[src/bdf_pkg.sv]
// Package for the block deframer: status codes, register indexes, header masks
// and the result record type.
// Used by block_deframer_top and the testbench; depends on nothing.
`default_nettype none

package bdf_pkg;

   // configuration register indexes
   localparam logic CSR_WORD_MODE    = 1'b0;
   localparam logic CSR_BUFFER_LIMIT = 1'b1;

   localparam logic        WORD_MODE_RESET    = 1'b0;
   localparam logic [15:0] BUFFER_LIMIT_RESET = 16'hFFFF;

   // result kinds
   localparam logic KIND_HEADER = 1'b0;
   localparam logic KIND_DATA   = 1'b1;

   // primary header fields
   localparam logic [31:0] HDR_TYPE_MASK  = 32'hC000_0000;
   localparam logic [31:0] HDR_NODE_MASK  = 32'h3FE0_0000;
   localparam logic [31:0] HDR_SHORT_MASK = 32'h001F_0000;
   localparam logic [31:0] HDR_LONG_MASK  = 32'h001F_FFFF;
   localparam logic [15:0] TAG_ERR_MASK   = 16'hF000;

   // smallest lengths that hold a full header, tag and time
   localparam logic [31:0] MIN_LEN_SHORT = 32'd8;
   localparam logic [31:0] MIN_LEN_LONG  = 32'd10;

   typedef enum logic [1:0] {
      STATUS_OK        = 2'd0,
      STATUS_TAG_ERROR = 2'd1,
      STATUS_OVERFLOW  = 2'd2,
      STATUS_SHORT     = 2'd3
   } status_type;

   typedef struct packed {
      logic        kind;
      logic [1:0]  block_type;
      logic [8:0]  node_address;
      logic [20:0] data_type;
      logic [15:0] command_tag;
      logic [31:0] data_time;
      logic [15:0] data_count;
      logic [15:0] data_value;
      status_type  status;
      logic [3:0]  tag_error;
      logic        last;
   } result_type;

endpackage

`default_nettype wire

[src/block_deframer_top.sv]
// Block deframer: parses a byte stream of length-prefixed blocks into header and
// data results. Depends on bdf_pkg.
`default_nettype none

// One request (one byte) is taken every clock cycle unless req_stall is high. Its result, if any, shows up
// in the output register on the next cycle. All parsing state is updated in one
// pass per byte: a 32-bit position counter compared against the 32-bit block
// length, plus the header, tag and time registers. The single output register
// lets a new byte enter while the previous result is being taken; req_stall
// rises only while a result sits in that register and rsp_stall is high.
// Register writes through the csr_ port take effect on the next byte.
module block_deframer_top (
   input  wire logic        clock,
   input  wire logic        reset,
   input  wire logic        req_valid,
   output      logic        req_stall,
   input  wire logic [7:0]  req_data_byte,
   output      logic        rsp_valid,
   input  wire logic        rsp_stall,
   output      logic        rsp_kind,
   output      logic [1:0]  rsp_block_type,
   output      logic [8:0]  rsp_node_address,
   output      logic [20:0] rsp_data_type,
   output      logic [15:0] rsp_command_tag,
   output      logic [31:0] rsp_data_time,
   output      logic [15:0] rsp_data_count,
   output      logic [15:0] rsp_data_value,
   output      logic [1:0]  rsp_status,
   output      logic [3:0]  rsp_tag_error,
   output      logic        rsp_last,
   input  wire logic        csr_write_enable,
   input  wire logic        csr_index,
   input  wire logic [15:0] csr_data
);

   // configuration
   logic        word_mode_ff;
   logic [15:0] buffer_limit_ff;

   // parsing state
   logic [31:0] pos_ff, pos_in;
   logic [31:0] len_ff, len_in;
   logic [31:0] hdr_ff, hdr_in;
   logic        long_ff, long_in;
   logic [15:0] tag_ff, tag_in;
   logic [31:0] time_ff, time_in;
   logic [7:0]  high_ff, high_in;
   logic        disc_ff, disc_in;
   logic        body_ff, body_in;

   // output register
   logic                 rsp_valid_ff;
   bdf_pkg::result_type  rsp_ff, rsp_in;

   logic req_accept;
   logic emit;

   assign req_stall  = rsp_valid_ff & rsp_stall;
   assign req_accept = req_valid & ~req_stall;

   always_comb begin
      logic [31:0] len_shift;
      logic [31:0] k_ext;
      logic [31:0] count;
      logic [15:0] cnt16;
      logic        len_last;
      logic [31:0] hdr_upd, time_upd;
      logic [15:0] tag_upd;
      logic        long_upd, disc_upd, body_upd;
      logic [31:0] pos_upd, len_upd;
      logic [7:0]  high_upd;
      logic        new_pkt;
      logic        r_kind, r_last;
      logic [15:0] r_count, r_value;
      logic [3:0]  r_terr;
      logic [3:0]  terr;
      bdf_pkg::status_type r_status;

      len_shift = {len_ff[23:0], req_data_byte};
      k_ext     = long_ff ? 32'd4 : 32'd2;
      count     = len_ff - k_ext - 32'd6;
      cnt16     = (|count[31:16]) ? 16'hFFFF : count[15:0];
      len_last  = (pos_ff == len_ff - 32'd1);

      hdr_upd  = hdr_ff;
      time_upd = time_ff;
      tag_upd  = tag_ff;
      long_upd = long_ff;
      disc_upd = disc_ff;
      body_upd = body_ff;
      pos_upd  = pos_ff;
      len_upd  = len_ff;
      high_upd = high_ff;
      new_pkt  = 1'b0;
      emit     = 1'b0;
      r_kind   = bdf_pkg::KIND_HEADER;
      r_last   = 1'b0;
      r_count  = 16'd0;
      r_value  = 16'd0;
      r_terr   = 4'd0;
      r_status = bdf_pkg::STATUS_OK;
      terr     = tag_ff[15:12];

      if (req_accept) begin
         if (!body_ff) begin
            // length field, big-endian
            len_upd = len_shift;
            if (pos_ff[1:0] != 2'd3) begin
               pos_upd = pos_ff + 32'd1;
            end else begin
               body_upd = 1'b1;
               pos_upd  = 32'd0;
               if (len_shift < bdf_pkg::MIN_LEN_SHORT) begin
                  emit     = 1'b1;
                  r_status = bdf_pkg::STATUS_SHORT;
                  r_last   = 1'b1;
                  if (len_shift == 32'd0) new_pkt = 1'b1;
                  else disc_upd = 1'b1;
               end
            end
         end else begin
            if (!disc_ff) begin
               if (pos_ff < 32'd2) begin
                  if (pos_ff[0] == 1'b0) begin
                     hdr_upd = hdr_ff | {req_data_byte, 24'd0};
                  end else begin
                     hdr_upd  = hdr_ff | {8'd0, req_data_byte, 16'd0};
                     long_upd = ((hdr_upd & bdf_pkg::HDR_SHORT_MASK)
                                 == bdf_pkg::HDR_SHORT_MASK);
                     if (long_upd && (len_ff < bdf_pkg::MIN_LEN_LONG)) begin
                        emit     = 1'b1;
                        r_status = bdf_pkg::STATUS_SHORT;
                        r_last   = 1'b1;
                        disc_upd = 1'b1;
                     end
                  end
               end else if (pos_ff < k_ext) begin
                  if (pos_ff[0] == 1'b0) hdr_upd = hdr_ff | {16'd0, req_data_byte, 8'd0};
                  else hdr_upd = hdr_ff | {24'd0, req_data_byte};
               end else if (pos_ff < k_ext + 32'd2) begin
                  tag_upd = {tag_ff[7:0], req_data_byte};
               end else if (pos_ff < k_ext + 32'd6) begin
                  time_upd = {time_ff[23:0], req_data_byte};
                  if (pos_ff == k_ext + 32'd5) begin
                     emit    = 1'b1;
                     r_count = cnt16;
                     r_last  = 1'b1;
                     if (terr != 4'd0) begin
                        r_status = bdf_pkg::STATUS_TAG_ERROR;
                        r_terr   = terr;
                        disc_upd = 1'b1;
                     end else if ({16'd0, buffer_limit_ff} < count) begin
                        r_status = bdf_pkg::STATUS_OVERFLOW;
                        disc_upd = 1'b1;
                     end else begin
                        r_last = (count == 32'd0);
                     end
                  end
               end else begin
                  // payload; k is even, so word parity follows pos_ff[0]
                  r_kind  = bdf_pkg::KIND_DATA;
                  r_count = cnt16;
                  r_last  = len_last;
                  if (!word_mode_ff) begin
                     emit    = 1'b1;
                     r_value = {8'd0, req_data_byte};
                  end else if (pos_ff[0] == 1'b0) begin
                     high_upd = req_data_byte;
                     emit     = len_last;
                     r_value  = {req_data_byte, 8'd0};
                  end else begin
                     emit    = 1'b1;
                     r_value = {high_ff, req_data_byte};
                  end
               end
            end
            if (len_last) new_pkt = 1'b1;
            else pos_upd = pos_ff + 32'd1;
         end
      end

      rsp_in.kind         = r_kind;
      rsp_in.block_type   = 2'((hdr_upd & bdf_pkg::HDR_TYPE_MASK) >> 30);
      rsp_in.node_address = 9'((hdr_upd & bdf_pkg::HDR_NODE_MASK) >> 21);
      rsp_in.data_type    = long_upd ? 21'(hdr_upd & bdf_pkg::HDR_LONG_MASK)
                                     : 21'((hdr_upd & bdf_pkg::HDR_SHORT_MASK) >> 16);
      rsp_in.command_tag  = tag_upd;
      rsp_in.data_time    = time_upd;
      rsp_in.data_count   = r_count;
      rsp_in.data_value   = r_value;
      rsp_in.status       = r_status;
      rsp_in.tag_error    = r_terr & bdf_pkg::TAG_ERR_MASK[15:12];
      rsp_in.last         = r_last;

      if (new_pkt) begin
         pos_in  = 32'd0;
         len_in  = 32'd0;
         hdr_in  = 32'd0;
         long_in = 1'b0;
         tag_in  = 16'd0;
         time_in = 32'd0;
         high_in = 8'd0;
         disc_in = 1'b0;
         body_in = 1'b0;
      end else begin
         pos_in  = pos_upd;
         len_in  = len_upd;
         hdr_in  = hdr_upd;
         long_in = long_upd;
         tag_in  = tag_upd;
         time_in = time_upd;
         high_in = high_upd;
         disc_in = disc_upd;
         body_in = body_upd;
      end
   end

   always_ff @(posedge clock) begin
      if (reset) begin
         word_mode_ff    <= bdf_pkg::WORD_MODE_RESET;
         buffer_limit_ff <= bdf_pkg::BUFFER_LIMIT_RESET;
         pos_ff          <= 32'd0;
         len_ff          <= 32'd0;
         hdr_ff          <= 32'd0;
         long_ff         <= 1'b0;
         tag_ff          <= 16'd0;
         time_ff         <= 32'd0;
         high_ff         <= 8'd0;
         disc_ff         <= 1'b0;
         body_ff         <= 1'b0;
         rsp_valid_ff    <= 1'b0;
      end else begin
         if (csr_write_enable) begin
            case (csr_index)
               bdf_pkg::CSR_WORD_MODE:    word_mode_ff    <= csr_data[0];
               bdf_pkg::CSR_BUFFER_LIMIT: buffer_limit_ff <= csr_data;
               default: ;
            endcase
         end
         pos_ff  <= pos_in;
         len_ff  <= len_in;
         hdr_ff  <= hdr_in;
         long_ff <= long_in;
         tag_ff  <= tag_in;
         time_ff <= time_in;
         high_ff <= high_in;
         disc_ff <= disc_in;
         body_ff <= body_in;
         if (req_accept && emit) begin
            rsp_valid_ff <= 1'b1;
         end else if (!rsp_stall) begin
            rsp_valid_ff <= 1'b0;
         end
      end
   end

   // result payload, no reset needed
   always_ff @(posedge clock) begin
      if (req_accept && emit) begin
         rsp_ff <= rsp_in;
      end
   end

   assign rsp_valid        = rsp_valid_ff;
   assign rsp_kind         = rsp_ff.kind;
   assign rsp_block_type   = rsp_ff.block_type;
   assign rsp_node_address = rsp_ff.node_address;
   assign rsp_data_type    = rsp_ff.data_type;
   assign rsp_command_tag  = rsp_ff.command_tag;
   assign rsp_data_time    = rsp_ff.data_time;
   assign rsp_data_count   = rsp_ff.data_count;
   assign rsp_data_value   = rsp_ff.data_value;
   assign rsp_status       = rsp_ff.status;
   assign rsp_tag_error    = rsp_ff.tag_error;
   assign rsp_last         = rsp_ff.last;

`ifndef SYNTHESIS
   // a held result must never be overwritten
   a_no_overwrite: assert property (@(posedge clock) disable iff (reset)
      rsp_valid_ff && rsp_stall |=> rsp_valid_ff && $stable(rsp_ff))
      else $error("held result changed");

   // the length field takes exactly four bytes
   a_len_pos: assert property (@(posedge clock) disable iff (reset)
      !body_ff |-> (pos_ff[31:2] == 30'd0))
      else $error("length position out of range");

   // dropping bytes only happens inside a block body
   a_disc_body: assert property (@(posedge clock) disable iff (reset)
      disc_ff |-> body_ff)
      else $error("discarding outside block body");

   // any header error closes the block
   a_err_last: assert property (@(posedge clock) disable iff (reset)
      rsp_valid_ff && (rsp_ff.status != bdf_pkg::STATUS_OK) |->
         rsp_ff.last && (rsp_ff.kind == bdf_pkg::KIND_HEADER))
      else $error("error result not final header");
`endif

endmodule

`default_nettype wire

[config.mk]
export PLATFORM = sky130hd
export DESIGN_NAME = block_deframer_top
export DESIGN_NICKNAME = d
export VERILOG_FILES = /design/src/bdf_pkg.sv /design/src/block_deframer_top.sv
export SDC_FILE = /design/constraint.sdc
export NUM_CORES = 1
export LEC_CHECK = 0
export ABC_CLOCK_PERIOD_IN_PS = 9600
export BUFFER_PORTS_ARGS = -buffer_cell sky130_fd_sc_hd__buf_2
export CAP_MARGIN = 15
export CORE_ASPECT_RATIO = 0.75
export CORE_UTILIZATION = 39
export DETAILED_ROUTE_END_ITERATION = 7
export GPL_TIMING_DRIVEN = 0
export PLACE_DENSITY = 0.59
export SYNTH_ARGS = -nofsm -noshare
export SYNTH_HDL_FRONTEND = slang
export SYNTH_SLANG_ARGS = --single-unit
[constraint.sdc]
create_clock -name clock -period 9.6 [get_ports clock]
set_clock_uncertainty 0.2 [all_clocks]
set_input_delay 0.48 -clock clock [delete_from_list [all_inputs] [get_ports clock]]
set_output_delay 0.48 -clock clock [all_outputs]
set_load 0.005 [all_outputs]
==> results.sh, run 1 <==
export IMPL_grt_pass1_wl_um=60000
export IMPL_crit_path_end="rsp_data_time[30]"
export IMPL_place_gp_congestion=0.912
export IMPL_fin_tns_setup_ns=0
export IMPL_synth_edf_count=120
export IMPL_reg2regPathDepth=13
export IMPL_numCtsBuffers=30
export IMPL_crit_chain="clkbuf_1, nor4_1, nand3_1, or4_1, a211o_1, a2111oi_2, nand2b_1, nor4_2, o21ai_0, a21oi_4, buf_12, buf_12, buf_16"
export IMPL_synth_area_leader_cell="edfxtp_1"
export IMPL_fin_crit_ns=5.74
export IMPL_cp_arrival_ns=5.80
export IMPL_synthCells=1351
export IMPL_synthesis_area_um2=13500
export IMPL_grt_max_degree=28
export IMPL_hold_viol_final=0
export IMPL_clock_latency_ns=0.56
export IMPL_finalWorstSetupSlack_ns=3.86
export IMPL_wire_per_inst_um=19.5
export IMPL_clockRootBuffer="clkbuf_16"
export IMPL_synth_most_common_cell="dfxtp_1"
export IMPL_wl_um=39300
export IMPL_coreArea_um2=33800
export IMPL_r2r_start="len_ff[7]"
export IMPL_outcome="completed"
export IMPL_worst_pin_slew_ns=1.06
export IMPL_num_vias=10900
export IMPL_grt_ovfl_total=0
export IMPL_die_w_um=217
export IMPL_drive_above_1_share_pct=18.6
export IMPL_via_per_inst=5.40
export IMPL_htree_levels=1
export IMPL_cts_setup_buffers=0
export IMPL_crit_start="len_ff[7]"
export IMPL_area_growth_pct=18.6
export IMPL_synth_cell_types=65
export IMPL_slew_headroom_pct=28.7
export IMPL_dpl_instance_area_um2=14900
export IMPL_initial_core_util_pct=39.9
export IMPL_synthFlopType="dfxtp_1"
export IMPL_slowest_delay_ns=0.67
export IMPL_antenna_left=0
export IMPL_start_kind="flip-flop"
export IMPL_antenna_found_initial=0
export IMPL_hp_class="in -> reg"
export IMPL_layout_nets=1596
export IMPL_row_count=58
export IMPL_grt_use_total_pct=21.9
export IMPL_rsz0062_at_grt="false"
export IMPL_critical_path_max_fanout=27
export IMPL_io_pins=152
export IMPL_path_common_cell="buf_12"
export IMPL_cts_tree="yes"
export IMPL_post_route_util_pct=47.4
export IMPL_cap_violations=0
export IMPL_syn_num_nets=1407
export IMPL_clk_path_buf_depth=3
export IMPL_drc=0
export IMPL_stdcell_area_um2=16000
export IMPL_yosys_warnings=0
export IMPL_async_flop_share_pct=0
export IMPL_post_route_period_util_pct=59.8
export IMPL_hold_depth=3
export IMPL_hpwl_um=28900
export IMPL_cp_slowest_cell="nor4_1"
export IMPL_clk_pin_slew_ns=0.06
export IMPL_ys_top_cells_by_count="dfxtp_1 (173), nand2_1 (125), edfxtp_1 (120)"
export IMPL_die_h_um=163
export IMPL_netlist_area_leader_share_pct=26.7
export IMPL_worstPathRequired_ns=9.67
export IMPL_cts_sinks=293
export IMPL_fmax_mhz=174
export IMPL_dp_slack_ns=3.59
export IMPL_syn_mean_instance_area_um2=10.0
export IMPL_critPathCaptureType="flip-flop"
export IMPL_irDropWorstVdd_uv=129
export IMPL_drt_iter0_markers=943
export IMPL_synth_seq_area_share_pct=52.3
export IMPL_dr_pass1_iters=5
export IMPL_power_density_nw_per_um2=177
export IMPL_drv_slew=0
export IMPL_die_area_um2=35400
export IMPL_path_class="reg -> reg"
export IMPL_grt_pass1_vias=10300
export IMPL_r2r_end="rsp_data_time[30]"
export IMPL_setup_viol=0
export IMPL_synth_seq_cells=293
export IMPL_p_leak_uw=0.00632
export IMPL_io_buffer_count=148
export IMPL_rrSetupSlack_ns=3.86
export IMPL_synthTopCellsByArea="edfxtp_1 (27%), dfxtp_1 (26%), mux2_2 (3.9%)"
## power by group
part / internal (µW) / leakage [µW] / switching [µW]
sequential: 1300 / 0.00252 / 8.95
combinational: 105 / 0.00330 / 186
clock: 737 / 0.000509 / 496
## critical path: cells and delay by family (launching register included)
kind	cells	cell delay [ns]
DFF	1	0.29
and+or+nand+nor	5	2.56
AOI/OAI and AO/OA	4	1.43
buffers and inverters	4	0.94
## worst min-delay path by stage
| stage | from | slack [ns] | endpoint |
|---|---|---|---|
| 2_1_floorplan | hdr_ff[10] | 0.22 | hdr_ff[10] |
| 3_3_place_gp | hdr_ff[8] | 0.23 | hdr_ff[8] |
| 3_5_place_dp | hdr_ff[8] | 0.24 | hdr_ff[8] |
| 4_1_cts | csr_data[10] | 0.04 | buffer_limit_ff[10] |
| 5_1_grt | csr_data[6] | 0.04 | buffer_limit_ff[6] |
| 6_report | csr_data[10] | 0.06 | buffer_limit_ff[10] |
## routing by layer
layer / global-route usage [%] / vias to the layer above / share of wire, %
met5: 0 / - / 0
met2: 32.5 / 361 / 42
met4: 4.99 / 0 / 1.8
met1: 33.0 / 5259 / 49
li1: - / 5209 / -
met3: 3.72 / 48 / 7.0
## layout make-up
cell class | instances | area [µm²]
Antenna cell | 1 | 2.50
Buffer | 92 | 385
Clock buffer | 42 | 867
Clock inverter | 14 | 176
Fill cell | 3267 | 17800
Inverter | 28 | 105
Multi-Input combinational cell | 938 | 5960
Sequential cell | 293 | 7070
Tap cell | 450 | 563
Timing Repair Buffer | 157 | 888
## metrics by stage
step	hold slack [ns]	std cells	total power [µW]
floorplan	0.224	1351	1530
global placement	0.234	1949	1610
detailed placement	0.239	1955	1620
CTS	0.0365	2012	2850
global route	0.0440	2014	2930
finish	0.0555	2015	2830
## cell families (layout without fill, tap and decap cells)
logic type               Yosys count  after routing  share of synthesized area [%]
AND/OR/NAND/NOR                  545            545                           21.0
flip-flops                       293            293                           52.3
AO/OA/AOI/OAI                    226            226                           10.3
buffers and inverters            120            333                           3.63
XOR/XNOR                          71             71                           4.60
multiplexers                      70             70                           5.62
adder cells (fa/ha/maj)           26             26                           2.46
other                              0              1                              0
## sequential cells by signal, summed over array words and instances (netlist names), 2 cells and up
register and count:
hdr_ff 32, len_ff 32, pos_ff 32, rsp_data_time 32
time_ff 32, rsp_data_type 21, buffer_limit_ff 16, rsp_command_tag 16
rsp_data_count 16, rsp_data_value 16, tag_ff 16, rsp_node_address 9
high_ff 8, rsp_tag_error 4, rsp_block_type 2, rsp_status 2
## layout by cell type, fill, tap and decap left out, types with 45 or more instances in the layout
cell type and instances:
xnor2_1 45, nor2b_1 65, edfxtp_1 120, clkbuf_1 70, buf_2 168, a21oi_1 104
nand2_1 125, mux2_2 47, dfxtp_1 173, nor2_1 114
## repair_timing
action | 4_1_cts | 5_1_grt
gates resized for setup | 0 | 0
endpoints found under the hold margin | 1 | 0
hold buffers | 1 | 0
Power figures use the tool's default switching activity.
==> run 2, diff against run 1 <==
Settings changed: ABC_CLOCK_PERIOD_IN_PS 9600 to 5900, PLACE_DENSITY 0.59 to 0.57.
Clock period 9.6 ns to 5.9 ns, I/O delays scaled along.
==> run 2 against run 1 <==
Cell count rose by 1.0%. Largest cell class unchanged. Clock power increased by 60%. Die area did not move. Sequential power up 62%.
==> results.sh, run 2 (synthesis gave the netlist of run 1 again) <==
export IMPL_outcome="completed"
export IMPL_row_count=58
export IMPL_cts_sinks=293
export IMPL_post_route_util_pct=48.0
export IMPL_wire_per_inst_um=19.3
export IMPL_grt_use_met2_pct=32.1
export IMPL_worst_pin_slew_ns=1.21
export IMPL_clk_pin_slew_ns=0.06
export IMPL_place_gp_congestion=0.941
export IMPL_io_pins=152
export IMPL_numCtsBuffers=29
export IMPL_grt_pass1_wl_um=60100
export IMPL_cts_setup_buffers=0
export IMPL_cts_hold_buf=25
export IMPL_coreArea_um2=33800
export IMPL_finalWorstSetupSlack_ns=0.233
export IMPL_clockRootBuffer="clkbuf_16"
export IMPL_drv_slew=0
export IMPL_power_density_nw_per_um2=282
export IMPL_finalNonFillerCells=2036
export IMPL_fin_tns_setup_ns=0
export IMPL_die_area_um2=35400
export IMPL_htree_levels=1
export IMPL_cap_violations=0
export IMPL_worstPathRequired_ns=5.95
export IMPL_fmax_mhz=176
export IMPL_die_w_um=217
export IMPL_hp_class="in -> reg"
export IMPL_clk_path_buf_depth=3
export IMPL_critPathCaptureType="flip-flop"
export IMPL_antenna_found_initial=0
export IMPL_area_growth_pct=20.2
export IMPL_dp_slack_ns=0.431
export IMPL_grt_ovfl_total=0
export IMPL_busiest_layer="met1"
export IMPL_post_route_period_util_pct=96.1
export IMPL_dr_pass1_iters=7
export IMPL_io_buffer_count=148
export IMPL_hold_viol_final=0
export IMPL_num_vias=10900
export IMPL_final_common_cell="dfxtp_1"
export IMPL_rsz0062_at_grt="false"
export IMPL_drive_above_1_share_pct=18.3
export IMPL_clock_latency_ns=0.56
export IMPL_final_cell_mix="dfxtp_1 (173), buf_2 (168), nand2_1 (125), edfxtp_1 (120), nor2_1 (114)"
export IMPL_drt_iter0_markers=899
export IMPL_initial_core_util_pct=39.9
export IMPL_grt_max_degree=31
export IMPL_grtUsageMet1_pct=33.8
export IMPL_grt_pass1_vias=10300
export IMPL_power_uw=4580
export IMPL_use_met3_pct=2.66
export IMPL_cp_arrival_ns=5.72
export IMPL_drc=0
export IMPL_p_leak_uw=0.00643
export IMPL_placedCellCount=1955
export IMPL_critical_path_max_fanout=28
export IMPL_fillers=3236
export IMPL_antenna_left=0
export IMPL_die_h_um=163
export IMPL_hpwl_um=28700
export IMPL_grt_use_total_pct=21.9
export IMPL_wl_um=39200
export IMPL_path_class="reg -> reg"
export IMPL_layout_nets=1617
export IMPL_setup_viol=0
export IMPL_irDropWorstVdd_uv=210
export IMPL_cts_tree="yes"
export IMPL_start_kind="flip-flop"
export IMPL_via_per_inst=5.37
export IMPL_fin_crit_ns=5.67
export IMPL_ctsResizeCount=0
export IMPL_slew_headroom_pct=18.6
-- run 2: cell types whose count changed in the layout (fill, tap and decap cells not counted) --
cell           previous run  this run
clkbuf_1                 70        71
clkbuf_4                  2         0
nor3b_2                   0         1
nor3b_1                   1         0
clkinvlp_4                1         0
clkinv_2                  2         5
diode_2                   1         2
clkinv_1                  5         2
dlygate4sd3_1             1        25
inv_6                     2         1
inv_4                     1         0
-- run 2: power by group --
part	switching [µW]	total, µW	internal (µW)
combinational	305	485	180
sequential	14.5	2120	2110
clock	780	1970	1190
total	1100	4580	3480
-- run 2: worst paths after layout --
check                   start                  to  slack [ns]  depth (start not counted)
min          csr_write_enable  buffer_limit_ff[3]        0.06                          3
min reg2reg         hdr_ff[7]           hdr_ff[7]        0.26                          2
max reg2reg         len_ff[8]    rsp_data_time[2]        0.23                         13
max                 len_ff[8]    rsp_data_time[2]        0.23                         13
-- run 2: layout make-up --
class / count / area (µm²) / area share [%]
clock buffers: 43 / 871 / 5.36
well taps: 450 / 563 / 3.47
inverters: 28 / 105 / 0.647
flip-flops and latches: 293 / 7070 / 43.5
multi-input cells: 938 / 5970 / 36.8
repair buffers: 179 / 1110 / 6.86
diodes: 2 / 5.00 / 0.0308
plain buffers: 92 / 385 / 2.37
clock inverters: 11 / 158 / 0.971
-- run 2: critical path, stage by stage, from the launching register on --
cell and delay (ns):
dfxtp_1 0.29, clkbuf_1 0.29, nor4_1 0.53, nand3_1 0.45, or4_1 0.68, a211o_1 0.34
a2111oi_2 0.36, nand2b_1 0.17, nor4_2 0.70, o21ai_0 0.31, a21oi_4 0.38, buf_16 0.22
buf_16 0.18, buf_12 0.21
-- run 2: per-layer routing --
layer / wire length (µm) / vias to the layer above
met4: 906 / 0
met5: 0 / -
li1: - / 5231
met2: 16400 / 339
met1: 19800 / 5324
met3: 2110 / 43
-- run 2: stage by stage --
stage                     instance area, µm²  hold WS, ns
final                                  16200       0.0621
after global routing                   16200       0.0721
after CTS                              16200       0.0487
after detailed placement               15000        0.240
after global placement                 14800        0.235
after floorplan                        13500        0.224
==> run 3, diff against run 2 <==
Settings changed: REMOVE_ABC_BUFFERS set to 1.
==> run 3 against run 2 <==
Final area shrank 2.1%. Total power is 4.4% lower. Via count fell by 2.5%. First-iteration DRC count up 0.44%. Die area did not move. Core utilization fell by 1.0 points. Sequential power hardly changed. Largest cell class unchanged. Highest routed layer unchanged.
==> results.sh, run 3 (synthesis gave the netlist of run 1 again) <==
export IMPL_drc=0
export IMPL_hpwl_um=26000
export IMPL_dr_pass1_iters=5
export IMPL_clockRootBuffer="clkbuf_16"
export IMPL_layout_nets=1538
export IMPL_critical_path_max_fanout=29
export IMPL_fmax_mhz=183
export IMPL_clk_path_buf_depth=3
export IMPL_fin_crit_ns=5.47
export IMPL_grt_max_degree=67
export IMPL_start_kind="flip-flop"
export IMPL_cap_violations=0
export IMPL_r2r_end="rsp_data_count[15]"
export IMPL_final_cell_mix="dfxtp_1 (173), buf_2 (151), nand2_1 (125), edfxtp_1 (120), nor2_1 (112)"
export IMPL_fin_tns_setup_ns=0
export IMPL_antenna_left=0
export IMPL_place_gp_congestion=0.924
export IMPL_power_density_nw_per_um2=276
export IMPL_r2r_start="len_ff[14]"
export IMPL_drv_slew=0
export IMPL_fillers=3176
export IMPL_die_h_um=163
export IMPL_die_area_um2=35400
export IMPL_multi_input_area_um2=6000
export IMPL_io_buffer_count=151
export IMPL_htree_levels=1
export IMPL_slew_headroom_pct=23.5
export IMPL_diodes=0
export IMPL_cp_arrival_ns=5.52
export IMPL_grt_pass1_vias=9837
export IMPL_critPathCaptureType="flip-flop"
export IMPL_cts_sinks=293
export IMPL_grt_ovfl_total=0
export IMPL_outcome="completed"
export IMPL_drt_iter0_markers=903
export IMPL_drive_above_1_share_pct=18.7
export IMPL_dp_slack_ns=-0.314
export IMPL_initial_core_util_pct=39.9
export IMPL_hold_viol_final=0
export IMPL_regArea_um2=7070
export IMPL_clk_pin_slew_ns=0.07
export IMPL_worst_pin_slew_ns=1.14
export IMPL_whs_endpoint="buffer_limit_ff[13]"
export IMPL_post_route_period_util_pct=92.7
export IMPL_finalWorstSetupSlack_ns=0.432
export IMPL_cts_tree="yes"
export IMPL_rsz0062_at_grt="false"
export IMPL_power_uw=4380
export IMPL_num_vias=10700
export IMPL_wire_per_inst_um=19.4
export IMPL_final_common_cell="dfxtp_1"
export IMPL_area_growth_pct=17.7
export IMPL_grt_use_total_pct=20.8
export IMPL_wl_um=37800
export IMPL_io_pins=152
export IMPL_hold_depth=3
export IMPL_die_w_um=217
export IMPL_setup_viol=0
export IMPL_reg2regPathDepth=12
export IMPL_min_from="csr_index"
export IMPL_numCtsBuffers=29
export IMPL_worstPathRequired_ns=5.95
export IMPL_row_count=58
export IMPL_rrSetupSlack_ns=0.43
export IMPL_path_class="reg -> reg"
export IMPL_via_per_inst=5.46
export IMPL_clock_latency_ns=0.56
export IMPL_hp_class="in -> reg"
export IMPL_p_leak_uw=0.00625
export IMPL_irDropWorstVdd_uv=228
export IMPL_antenna_found_initial=0
export IMPL_grt_pass1_wl_um=57700
export IMPL_coreArea_um2=33800
[run 3: cell count changes in the layout (fill, tap and decap cells not counted), sizes merged]
cell         change
nand2b           +1
dlygate4sd3      +1
inv              -1
diode            -2
clkinvlp         +3
buf             -17
bufinv           -3
clkinv           +6
clkbuf          -70
[run 3: report_power, final]
| group | internal [µW] | switching (µW) |
|---|---|---|
| sequential | 2110 | 33.8 |
| clock | 986 | 794 |
| combinational | 177 | 280 |
[run 3: worst max path at each step]
stage | start | end | slack (ns) | cells after the start
final | len_ff[14] | rsp_data_count[15] | 0.43 | 12
after global routing | len_ff[14] | rsp_data_count[15] | 0.09 | 12
after CTS | len_ff[14] | rsp_data_count[15] | 0.007 | 12
after detailed placement | len_ff[0] | rsp_data_count[15] | -0.31 | 14
after global placement | len_ff[0] | rsp_data_count[13] | -7.90 | 11
after floorplan | len_ff[0] | rsp_block_type[0] | -3.80 | 11
[run 3: final cells by class]
cell class / instances / area share, %
clock inverter: 16 / 0.756
clock buffer: 37 / 4.95
tap: 450 / 3.54
timing repair buffer: 191 / 7.84
sequential: 293 / 44.5
multi-input combinational: 939 / 37.8
inverter: 28 / 0.661
[run 3: metrics by stage]
step / cells / util (%) / area [µm²] / hold WS (ns)
after floorplan: 1259 / - / 13100 / 0.167
after global placement: 1860 / 42.7 / 14400 / 0.233
after detailed placement: 1869 / 43.3 / 14700 / 0.241
after CTS: 1948 / 46.8 / 15800 / 0.0641
after global routing: 1954 / 47.0 / 15900 / 0.108
final: 1954 / 47.0 / 15900 / 0.0940
[run 3: layer usage]
metal | vias up | part of all wire (%) | track usage (%)
met3 | 33 | 6.7 | 4.51
met4 | 0 | 1.6 | 4.03
met1 | 5240 | 50 | 31.4
li1 | 5092 | - | -
met2 | 302 | 42 | 30.4
met5 | - | 0 | 0
[run 3: worst max-delay path, stage by stage (launching register included)]
cell      delay (ns)
dfxtp_1         0.48
nor4_2          0.67
nand4_1         0.42
o311a_1         0.49
or4_1           0.42
nor4_1          0.57
nand3b_1        0.16
nor4_2          0.57
o21ai_0         0.27
a21oi_4         0.24
buf_12          0.22
buf_12          0.21
buf_12          0.21
[run 3: repair_timing]
item                                   CTS  global route
endpoints found under the hold margin   35             0
hold buffers                            26             0
pin swaps                                0             2
gates cloned                             0             1
setup endpoints to repair              117           121
buffers inserted                         0             3
gates resized for setup                  1             0
